File: src/hsvl_pkg.sv
`timescale 1ns / 1ps
// ----------------------------------------------------------------------------
// HSV to LED pixel frame: shared package
// Beat types, fixed-point constants and the hue sector codes used by the
// conversion pipeline.
// ----------------------------------------------------------------------------
package hsvl_pkg;

	// Number of LEDs on the strip; an index at or above it is rejected.
	localparam logic [8:0] PIXEL_COUNT = 9'd144;

	// Hue is in 1/64 degree: 60 degrees per sector, 360 degrees full circle.
	localparam logic [15:0] HUE_SECTOR = 16'd3840;
	localparam logic [15:0] HUE_FULL   = 16'd23040;

	// Q8 fraction one.
	localparam logic [8:0] Q8_ONE = 9'd256;

	// Leading marker bits of an LED frame word and the width of its level field.
	localparam logic [2:0] FRAME_MARK = 3'b111;
	localparam int         LEVEL_W    = 5;

	// ceil(65536 / 15); (n * RECIP_15) >> 16 equals n / 15 for n below 4681.
	localparam logic [12:0] RECIP_15 = 13'd4370;

	// Hue sectors, named by the colors at their two ends.
	typedef enum logic [2:0] {
		SEC_RED_YEL = 3'd0,
		SEC_YEL_GRN = 3'd1,
		SEC_GRN_CYN = 3'd2,
		SEC_CYN_BLU = 3'd3,
		SEC_BLU_MAG = 3'd4,
		SEC_MAG_RED = 3'd5
	} sector_t;

	// One input beat.
	typedef struct packed {
		logic [7:0]  pixel_index;
		logic [15:0] hue;
		logic [8:0]  saturation;
		logic [8:0]  brightness_value;
		logic [7:0]  global_level;
	} hsv_beat_t;

	// One result beat.
	typedef struct packed {
		logic        index_ok;
		logic [7:0]  pixel_out_index;
		logic [7:0]  red;
		logic [7:0]  green;
		logic [7:0]  blue;
		logic [31:0] led_frame;
	} led_beat_t;

endpackage

File: src/hsvl_chan.sv
`timescale 1ns / 1ps
// ----------------------------------------------------------------------------
// HSV to LED pixel frame: channel scaler
// Adds the value offset to one color component and scales the Q8 sum to an
// 8-bit channel, forcing black when the pixel is not drawn.
// ----------------------------------------------------------------------------
module hsvl_chan (
	input  logic [8:0] chan,
	input  logic [8:0] offset,
	input  logic       keep,
	output logic [7:0] level
);
	import hsvl_pkg::*;

	logic [8:0]  sum;
	logic [16:0] scaled;

	// The sum never exceeds one in Q8, so it fits nine bits.
	assign sum = chan + offset;

	// Multiply by 255 as a shift and a subtract, then drop the Q8 fraction.
	assign scaled = {sum, 8'b0} - {8'b0, sum};

	assign level = keep ? scaled[15:8] : 8'd0;

endmodule

File: src/hsv_to_led_pixel_frame.sv
`timescale 1ns / 1ps
// ----------------------------------------------------------------------------
// HSV to LED pixel frame converter
// Converts one HSV pixel per cycle, while the output is not stalled, to 8-bit RGB and packs a serial LED word.
// ----------------------------------------------------------------------------
// Usage:
//   The input channel (hsv_valid, hsv_stall, hsv_beat) takes a pixel index,
//   hue in 1/64 degree, Q8 saturation and value, and a global level. The
//   output channel (led_valid, led_stall, led_beat) returns one beat per
//   input beat, in order: the index check, the index, red, green, blue and
//   the 32-bit LED frame word.
//   An accepted beat passes the four register stages (product, weighted
//   chroma, second component, output) in order to the output. Throughput
//   is one beat per cycle while led_stall is low; each stage takes a new
//   beat every cycle unless it holds a beat that cannot move on.
//   When the receiver stalls, the output beat holds and the stages behind it
//   keep filling until they are full; only then is hsv_stall raised. Empty
//   stages never block, so bubbles are squeezed out.
//   Reset clears all stage valid bits; the block comes out of reset empty
//   and ready, with led_valid low.
// ----------------------------------------------------------------------------
module hsv_to_led_pixel_frame (
	input  logic                 clk,
	input  logic                 arst_n,
	input  logic                 hsv_valid,
	output logic                 hsv_stall,
	input  hsvl_pkg::hsv_beat_t  hsv_beat,
	output logic                 led_valid,
	input  logic                 led_stall,
	output hsvl_pkg::led_beat_t  led_beat
);
	import hsvl_pkg::*;

	// Stage advance enables, from the output backward.
	logic adv_s1, adv_s2, adv_s3, adv_s4;

	// Stage 0 combinational results.
	logic [8:0]  sat_c;
	logic [8:0]  val_c;
	logic [17:0] prod_c;
	logic        ok_c;
	logic        black_c;
	sector_t     sector_c;
	logic [15:0] base_c;
	logic [11:0] resid_c;
	logic [11:0] weight_c;

	// Stage 1 registers.
	logic        valid_s1;
	logic [7:0]  idx_s1;
	logic        ok_s1;
	logic        black_s1;
	logic [4:0]  lvl_s1;
	logic [8:0]  val_s1;
	logic [16:0] prod_s1;
	sector_t     sector_s1;
	logic [11:0] weight_s1;

	// Stage 2 registers and their inputs.
	logic [8:0]  chroma_c;
	logic [20:0] cw_c;
	logic        valid_s2;
	logic [7:0]  idx_s2;
	logic        ok_s2;
	logic        black_s2;
	logic [4:0]  lvl_s2;
	logic [8:0]  offset_s2;
	logic [8:0]  chroma_s2;
	logic [19:0] cw_s2;
	sector_t     sector_s2;

	// Stage 3 registers and their inputs.
	logic [24:0] xprod_c;
	logic        valid_s3;
	logic [7:0]  idx_s3;
	logic        ok_s3;
	logic        black_s3;
	logic [4:0]  lvl_s3;
	logic [8:0]  offset_s3;
	logic [8:0]  chroma_s3;
	logic [8:0]  xcomp_s3;
	sector_t     sector_s3;

	// Stage 4 inputs and the output register.
	logic [8:0]  rp_c, gp_c, bp_c;
	logic [7:0]  red_c, green_c, blue_c;
	logic        keep_c;
	logic        valid_s4;
	led_beat_t   beat_s4;

	// A stage takes a new beat when it is empty or its beat moves on.
	assign adv_s4    = !valid_s4 || !led_stall;
	assign adv_s3    = !valid_s3 || adv_s4;
	assign adv_s2    = !valid_s2 || adv_s3;
	assign adv_s1    = !valid_s1 || adv_s2;
	assign hsv_stall = !adv_s1;

	// Clamp saturation and value to one and form their product.
	assign sat_c  = (hsv_beat.saturation > Q8_ONE) ? Q8_ONE : hsv_beat.saturation;
	assign val_c  = (hsv_beat.brightness_value > Q8_ONE) ? Q8_ONE
		: hsv_beat.brightness_value;
	assign prod_c  = 18'(sat_c) * 18'(val_c);
	assign ok_c    = {1'b0, hsv_beat.pixel_index} < PIXEL_COUNT;
	assign black_c = hsv_beat.hue >= HUE_FULL;

	// Find the hue sector by comparing against the sector boundaries.
	always_comb begin
		priority if (hsv_beat.hue >= 16'(5 * HUE_SECTOR)) begin
			sector_c = SEC_MAG_RED;
			base_c   = 16'(5 * HUE_SECTOR);
		end else if (hsv_beat.hue >= 16'(4 * HUE_SECTOR)) begin
			sector_c = SEC_BLU_MAG;
			base_c   = 16'(4 * HUE_SECTOR);
		end else if (hsv_beat.hue >= 16'(3 * HUE_SECTOR)) begin
			sector_c = SEC_CYN_BLU;
			base_c   = 16'(3 * HUE_SECTOR);
		end else if (hsv_beat.hue >= 16'(2 * HUE_SECTOR)) begin
			sector_c = SEC_GRN_CYN;
			base_c   = 16'(2 * HUE_SECTOR);
		end else if (hsv_beat.hue >= HUE_SECTOR) begin
			sector_c = SEC_YEL_GRN;
			base_c   = HUE_SECTOR;
		end else begin
			sector_c = SEC_RED_YEL;
			base_c   = 16'd0;
		end
	end

	// Offset into the sector; the hue weight rises in even sectors and falls
	// in odd ones. A black hue leaves an out-of-range residue that is unused.
	assign resid_c = 12'(hsv_beat.hue - base_c);

	always_comb begin
		unique case (sector_c)
			SEC_YEL_GRN, SEC_CYN_BLU, SEC_MAG_RED: begin
				weight_c = 12'(HUE_SECTOR) - resid_c;
			end
			default: begin
				weight_c = resid_c;
			end
		endcase
	end

	// Stage 1: product of saturation and value, sector and hue weight.
	always_ff @(posedge clk or negedge arst_n) begin
		if (!arst_n) begin
			valid_s1 <= 1'b0;
		end else if (adv_s1) begin
			valid_s1 <= hsv_valid;
		end
	end

	always_ff @(posedge clk) begin
		if (adv_s1) begin
			idx_s1    <= hsv_beat.pixel_index;
			ok_s1     <= ok_c;
			black_s1  <= black_c;
			lvl_s1    <= hsv_beat.global_level[LEVEL_W-1:0];
			val_s1    <= val_c;
			prod_s1   <= prod_c[16:0];
			sector_s1 <= sector_c;
			weight_s1 <= weight_c;
		end
	end

	// Chroma in Q8 and its product with the hue weight.
	assign chroma_c = prod_s1[16:8];
	assign cw_c     = 21'(chroma_c) * 21'(weight_s1);

	// Stage 2: chroma, value offset and the weighted chroma.
	always_ff @(posedge clk or negedge arst_n) begin
		if (!arst_n) begin
			valid_s2 <= 1'b0;
		end else if (adv_s2) begin
			valid_s2 <= valid_s1;
		end
	end

	always_ff @(posedge clk) begin
		if (adv_s2) begin
			idx_s2    <= idx_s1;
			ok_s2     <= ok_s1;
			black_s2  <= black_s1;
			lvl_s2    <= lvl_s1;
			offset_s2 <= val_s1 - chroma_c;
			chroma_s2 <= chroma_c;
			cw_s2     <= cw_c[19:0];
			sector_s2 <= sector_s1;
		end
	end

	// Divide by 3840 as a shift by 256 and a reciprocal multiply for 15.
	assign xprod_c = 25'(cw_s2[19:8]) * 25'(RECIP_15);

	// Stage 3: second color component.
	always_ff @(posedge clk or negedge arst_n) begin
		if (!arst_n) begin
			valid_s3 <= 1'b0;
		end else if (adv_s3) begin
			valid_s3 <= valid_s2;
		end
	end

	always_ff @(posedge clk) begin
		if (adv_s3) begin
			idx_s3    <= idx_s2;
			ok_s3     <= ok_s2;
			black_s3  <= black_s2;
			lvl_s3    <= lvl_s2;
			offset_s3 <= offset_s2;
			chroma_s3 <= chroma_s2;
			xcomp_s3  <= xprod_c[24:16];
			sector_s3 <= sector_s2;
		end
	end

	// Route chroma and the second component to the channels of the sector.
	always_comb begin
		unique case (sector_s3)
			SEC_RED_YEL: begin
				rp_c = chroma_s3; gp_c = xcomp_s3;  bp_c = 9'd0;
			end
			SEC_YEL_GRN: begin
				rp_c = xcomp_s3;  gp_c = chroma_s3; bp_c = 9'd0;
			end
			SEC_GRN_CYN: begin
				rp_c = 9'd0;      gp_c = chroma_s3; bp_c = xcomp_s3;
			end
			SEC_CYN_BLU: begin
				rp_c = 9'd0;      gp_c = xcomp_s3;  bp_c = chroma_s3;
			end
			SEC_BLU_MAG: begin
				rp_c = xcomp_s3;  gp_c = 9'd0;      bp_c = chroma_s3;
			end
			default: begin
				rp_c = chroma_s3; gp_c = 9'd0;      bp_c = xcomp_s3;
			end
		endcase
	end

	assign keep_c = ok_s3 && !black_s3;

	hsvl_chan u_chan_red (
		.chan   (rp_c),
		.offset (offset_s3),
		.keep   (keep_c),
		.level  (red_c)
	);

	hsvl_chan u_chan_green (
		.chan   (gp_c),
		.offset (offset_s3),
		.keep   (keep_c),
		.level  (green_c)
	);

	hsvl_chan u_chan_blue (
		.chan   (bp_c),
		.offset (offset_s3),
		.keep   (keep_c),
		.level  (blue_c)
	);

	// Stage 4: output register with the packed LED frame.
	always_ff @(posedge clk or negedge arst_n) begin
		if (!arst_n) begin
			valid_s4 <= 1'b0;
		end else if (adv_s4) begin
			valid_s4 <= valid_s3;
		end
	end

	always_ff @(posedge clk) begin
		if (adv_s4) begin
			beat_s4.index_ok        <= ok_s3;
			beat_s4.pixel_out_index <= idx_s3;
			beat_s4.red             <= red_c;
			beat_s4.green           <= green_c;
			beat_s4.blue            <= blue_c;
			beat_s4.led_frame       <= ok_s3
				? {FRAME_MARK, lvl_s3, blue_c, green_c, red_c} : 32'd0;
		end
	end

	assign led_valid = valid_s4;
	assign led_beat  = beat_s4;

endmodule
File: config.mk
export PLATFORM = sky130hd
export DESIGN_NAME = hsv_to_led_pixel_frame
export DESIGN_NICKNAME = d
export VERILOG_FILES = /design/src/hsvl_pkg.sv /design/src/hsvl_chan.sv /design/src/hsv_to_led_pixel_frame.sv
export SDC_FILE = /design/constraint.sdc
export NUM_CORES = 1
export LEC_CHECK = 0
export ABC_AREA = 1
export BUFFER_PORTS_ARGS = -buffer_cell sky130_fd_sc_hd__clkbuf_2
export CAP_MARGIN = 30
export CORE_MARGIN = 2
export CORE_UTILIZATION = 44
export DETAILED_ROUTE_END_ITERATION = 8
export PLACE_DENSITY = 0.7
export SYNTH_ARGS = -nofsm -noshare
export SYNTH_HDL_FRONTEND = slang
export SYNTH_SLANG_ARGS = --single-unit
File: constraint.sdc
create_clock -name clk -period 4.99 [get_ports clk]
set_clock_uncertainty 0.15 [all_clocks]
set_input_delay 0.2495 -clock clk [delete_from_list [all_inputs] [get_ports clk]]
set_output_delay 0.2495 -clock clk [all_outputs]
set_load 0.02 [all_outputs]
==> flow_summary.html <==
<table>
<tr><th>Metric</th><th>Value</th></tr>
<tr><th colspan="2">Routing</th></tr>
<tr><td>Drt via density</td><td>4.905</td></tr>
<tr><td>Wire length reported by the detailed router</td><td>35.36 mm</td></tr>
<tr><td>Total via count in the routed design</td><td>13,090</td></tr>
<tr><td>First-iteration detailed-routing DRC count</td><td>738</td></tr>
<tr><td>Drt drc</td><td>0</td></tr>
<tr><td>Post-detailed-route wirelength per cell</td><td>13.25 µm</td></tr>
<tr><td>DR pass1 iterations</td><td>6</td></tr>
<tr><td>Number of nets with antenna violations after detailed routing</td><td>0</td></tr>
<tr><th colspan="2">Timing</th></tr>
<tr><td>Transition time of the tightest slew-check pin</td><td>0.7476 ns</td></tr>
<tr><td>Relative slew slack</td><td>49.83%</td></tr>
<tr><td>Final-report hold violation count</td><td>0</td></tr>
<tr><td>Summed negative setup slack over all endpoints</td><td>0 ns</td></tr>
<tr><td>Pins Over Slew Limit</td><td>0</td></tr>
<tr><td>Final setup fails</td><td>0</td></tr>
<tr><td>FMAX</td><td>211.1 MHz</td></tr>
<tr><td>Post-layout minimum cycle time</td><td>4.737 ns</td></tr>
<tr><td>Tcrit/Tclk final</td><td>94.93%</td></tr>
<tr><th colspan="2">Critical path</th></tr>
<tr><td>Required time of the critical path</td><td>5.10 ns</td></tr>
<tr><td>Crit Reg-Reg Startpoint</td><td>prod_s1[15]</td></tr>
<tr><td>Arr. time, crit path</td><td>4.85 ns</td></tr>
<tr><td>Crit Path Class</td><td>reg2reg</td></tr>
<tr><td>Capturing point of the worst reg2reg path</td><td>cw_s2[19]</td></tr>
<tr><td>Critical-path maximum fanout</td><td>10</td></tr>
<tr><td>Cell count of the worst reg-to-reg path</td><td>15</td></tr>
<tr><td>Type of origin of the critical path</td><td>register</td></tr>
<tr><td>R2R Setup Slk</td><td>0.25 ns</td></tr>
<tr><td>Crit. End Element</td><td>register</td></tr>
<tr><th colspan="2">Synth</th></tr>
<tr><td>Dominant register cell in the synthesized netlist</td><td>edfxtp_1</td></tr>
<tr><td>Part of the Yosys area used for sequential elements</td><td>35.80%</td></tr>
<tr><td>Post-Synthesis Mean Instance Area</td><td>8.840 µm²</td></tr>
<tr><td>Post-synthesis instance area</td><td>17,310 µm²</td></tr>
<tr><td>Area share of the largest cell type after synthesis</td><td>35.22%</td></tr>
<tr><td>Synthesized instance count</td><td>1,958</td></tr>
<tr><td>Synth top area cells</td><td>edfxtp_1 35%, fa_1 15%, ha_1 12%</td></tr>
<tr><td>Number of synthesized register bits</td><td>207</td></tr>
<tr><td>Library cell with the largest summed area after synthesis</td><td>edfxtp_1</td></tr>
<tr><td>Count of different cell masters after synthesis</td><td>46</td></tr>
<tr><td>Warning count from the yosys run</td><td>0</td></tr>
<tr><td>Post-Syn Nets</td><td>2,308</td></tr>
<tr><td>EDFF count, synth</td><td>203</td></tr>
<tr><td>Share of async-settable or async-resettable flops after synthesis</td><td>1.932%</td></tr>
<tr><th colspan="2">GRT</th></tr>
<tr><td>Via count of the first global-routing pass</td><td>13,300</td></tr>
<tr><td>GRT Resource Usage Total</td><td>17.82%</td></tr>
<tr><td>Maximum number of pins on one net before global-route repair</td><td>64</td></tr>
<tr><td>Global-route wire length before repair</td><td>60.89 mm</td></tr>
<tr><td>Overflow left after global routing</td><td>0</td></tr>
<tr><td>Antenna violations before repair</td><td>0</td></tr>
<tr><th colspan="2">Clock network</th></tr>
<tr><td>Number of clock sinks</td><td>207</td></tr>
<tr><td>Clock tree root buffer cell</td><td>clkbuf_16</td></tr>
<tr><td>Number of buffers created by CTS</td><td>23</td></tr>
<tr><td>Clk Latency, worst-skew pair</td><td>0.50 ns</td></tr>
<tr><td>Clock tree from TritonCTS</td><td>done</td></tr>
<tr><td>Buffers from clock root to sink, at most</td><td>3</td></tr>
<tr><td>H-tree level count</td><td>1</td></tr>
<tr><td>Clock slew at the register clock pins of the worst setup and hold paths</td><td>0.06 ns</td></tr>
<tr><th colspan="2">Flow run</th></tr>
<tr><td>Maxcap violations</td><td>0</td></tr>
<tr><th colspan="2">Cells and area</th></tr>
<tr><td>Filler cells</td><td>3,589</td></tr>
<tr><td>Synth-to-layout area growth</td><td>13.63%</td></tr>
<tr><td>Net count, final</td><td>2,486</td></tr>
<tr><td>Non-Filler Cell Area, Final</td><td>19,670 µm²</td></tr>
<tr><td>Area taken by flip-flops and latches</td><td>6196 µm²</td></tr>
<tr><td>Count of inserted antenna diode cells</td><td>0</td></tr>
<tr><td>Multi-input gate area in the final layout</td><td>9403 µm²</td></tr>
<tr><td>Leading cell type in the layout, fill and taps excluded</td><td>nand2_1</td></tr>
<tr><td>Fraction of layout cells with a size suffix above 1</td><td>10.83%</td></tr>
<tr><td>Highest-count cells in the layout ignoring fill and taps</td><td>452 x nand2_1, 401 x inv_1, 203 x edfxtp_1</td></tr>
<tr><th colspan="2">Floorplan</th></tr>
<tr><td>Area of the core</td><td>38,740 µm²</td></tr>
<tr><td>Starting Density</td><td>44.68%</td></tr>
<tr><td>Count of boundary I/O pins</td><td>121</td></tr>
<tr><td>Floorplan die height</td><td>202.3 µm</td></tr>
<tr><td>Die X-Extent</td><td>202.3 µm</td></tr>
<tr><td>Rows</td><td>72</td></tr>
<tr><td>Area of the die</td><td>40,940 µm²</td></tr>
<tr><th colspan="2">Outcome</th></tr>
<tr><td>Run status</td><td>completed</td></tr>
<tr><th colspan="2">Min path</th></tr>
<tr><td>Type of the most critical hold path</td><td>in2reg</td></tr>
<tr><td>Worst min-delay path startpoint</td><td>hsv_beat[38]</td></tr>
<tr><td>Worst Hold Depth</td><td>3</td></tr>
<tr><td>Hold worst-path end</td><td>sector_s1[2]</td></tr>
<tr><th colspan="2">Placement</th></tr>
<tr><td>Port-buffer cells</td><td>117</td></tr>
<tr><td>Post-detailed-placement half-perimeter wirelength</td><td>29.05 mm</td></tr>
<tr><td>Final weighted congestion in routability-driven placement</td><td>0.9104</td></tr>
<tr><td>Placed instance area</td><td>18,670 µm²</td></tr>
</table>
## metrics by stage
stage	util [%]	setup slack [ns]	hold WS, ns	std cells
finish	50.78	0.2530	0.05464	2669
global route	50.78	-0.007530	0.05368	2669
CTS	50.65	0.2843	0.02836	2664
detailed placement	48.20	0.002060	-0.08517	2598
global placement	48.20	0.05601	-0.08866	2598
floorplan	-	0.01353	-0.1961	1958
## how the worst max path moves through the flow
stage                            start     endpoint  slack [ns]  cells after the start
final                      prod_s1[15]    cw_s2[19]        0.25                     15
after global routing       prod_s1[15]    cw_s2[19]      -0.008                     15
after CTS                  prod_s1[16]    cw_s2[19]        0.28                     15
after detailed placement  hsv_beat[12]  prod_s1[15]       0.002                     21
after global placement    hsv_beat[14]  prod_s1[15]        0.06                     21
after floorplan              led_valid     black_s1        0.01                      7
## what timing repair did
item | CTS | global route
setup buffers | 0 | 4
endpoints found under the hold margin | 28 | 0
setup endpoints to repair | 0 | 1
hold buffers | 26 | 0
gates resized for setup | 0 | 0
## cell type report
type | count | area share, %
multi-input cells | 1302 | 47.81
well taps | 518 | 3.295
clock inverters | 15 | 0.5216
repair buffers | 183 | 5.891
inverters | 419 | 8.022
clock buffers | 25 | 2.964
flip-flops and latches | 207 | 31.50
## logic make-up after synthesis
group                      Yosys count  synth area share, %
buffers and inverters              449                9.896
DFF                                207                35.80
adders and majority gates          296                26.99
xor gates and xnor gates            47                2.422
and+or+nand+nor                    783                19.14
AOI/OAI and AO/OA                  176                5.754
## layer usage
metal,up-vias,GRT usage (%),routed length (µm)
li1,6604,-,-
met1,6081,22.76,15450
met2,338,31.84,17600
met3,69,2.257,1444
met4,0,4.797,862
met5,-,0,0
## cell usage after synthesis, types with 2 or more instances
cell      number
nand2_1      453
dfrtp_1        4
nand3_2        5
nand2_2       12
o21ai_1        7
a21o_1         4
o22ai_1       24
nand3b_1      10
a221oi_1       4
a21oi_1       87
o21ai_0       30
buf_2          3
nand3_1       88
nor4_1         3
ha_1         167
fa_1         129
xnor2_1       16
clkbuf_1      22
a21oi_2        4
and2_1         6
a31oi_1        3
o31ai_1        2
clkinv_1       6
inv_1        404
nor2_4         2
nor2_1       154
nand4_1       24
nor2_2         5
buf_4          4
and3_1         2
o21bai_1       7
xor2_1        30
edfxtp_1     203
inv_2          8
nor3_1        15
## state kept, by name, indices dropped and copies added (netlist names), 8 cells and up
| register | cells |
|---|---|
| led_beat | 62 |
| cw_s2 | 12 |
| weight_s1 | 12 |
| chroma_s2 | 9 |
| chroma_s3 | 9 |
| offset_s2 | 9 |
| offset_s3 | 9 |
| prod_s1 | 9 |
| val_s1 | 9 |
| xcomp_s3 | 9 |
| idx_s1 | 8 |
| idx_s2 | 8 |
| idx_s3 | 8 |
## worst max-delay path, cell delays in order (launching register included)
cell and delay (ns):
edfxtp_1 0.58, nand2_1 0.15, inv_1 0.06, fa_1 0.50, inv_1 0.06, fa_1 0.50
fa_1 0.52, fa_1 0.54, inv_1 0.04, ha_1 0.35, a21oi_1 0.23, o21ai_0 0.22
a221oi_1 0.36, nand2_1 0.11, nand2_1 0.08, nand2_1 0.04
Power is not shown: default switching activity piles up to over one toggle a cycle in this logic, so the estimate is an artifact.
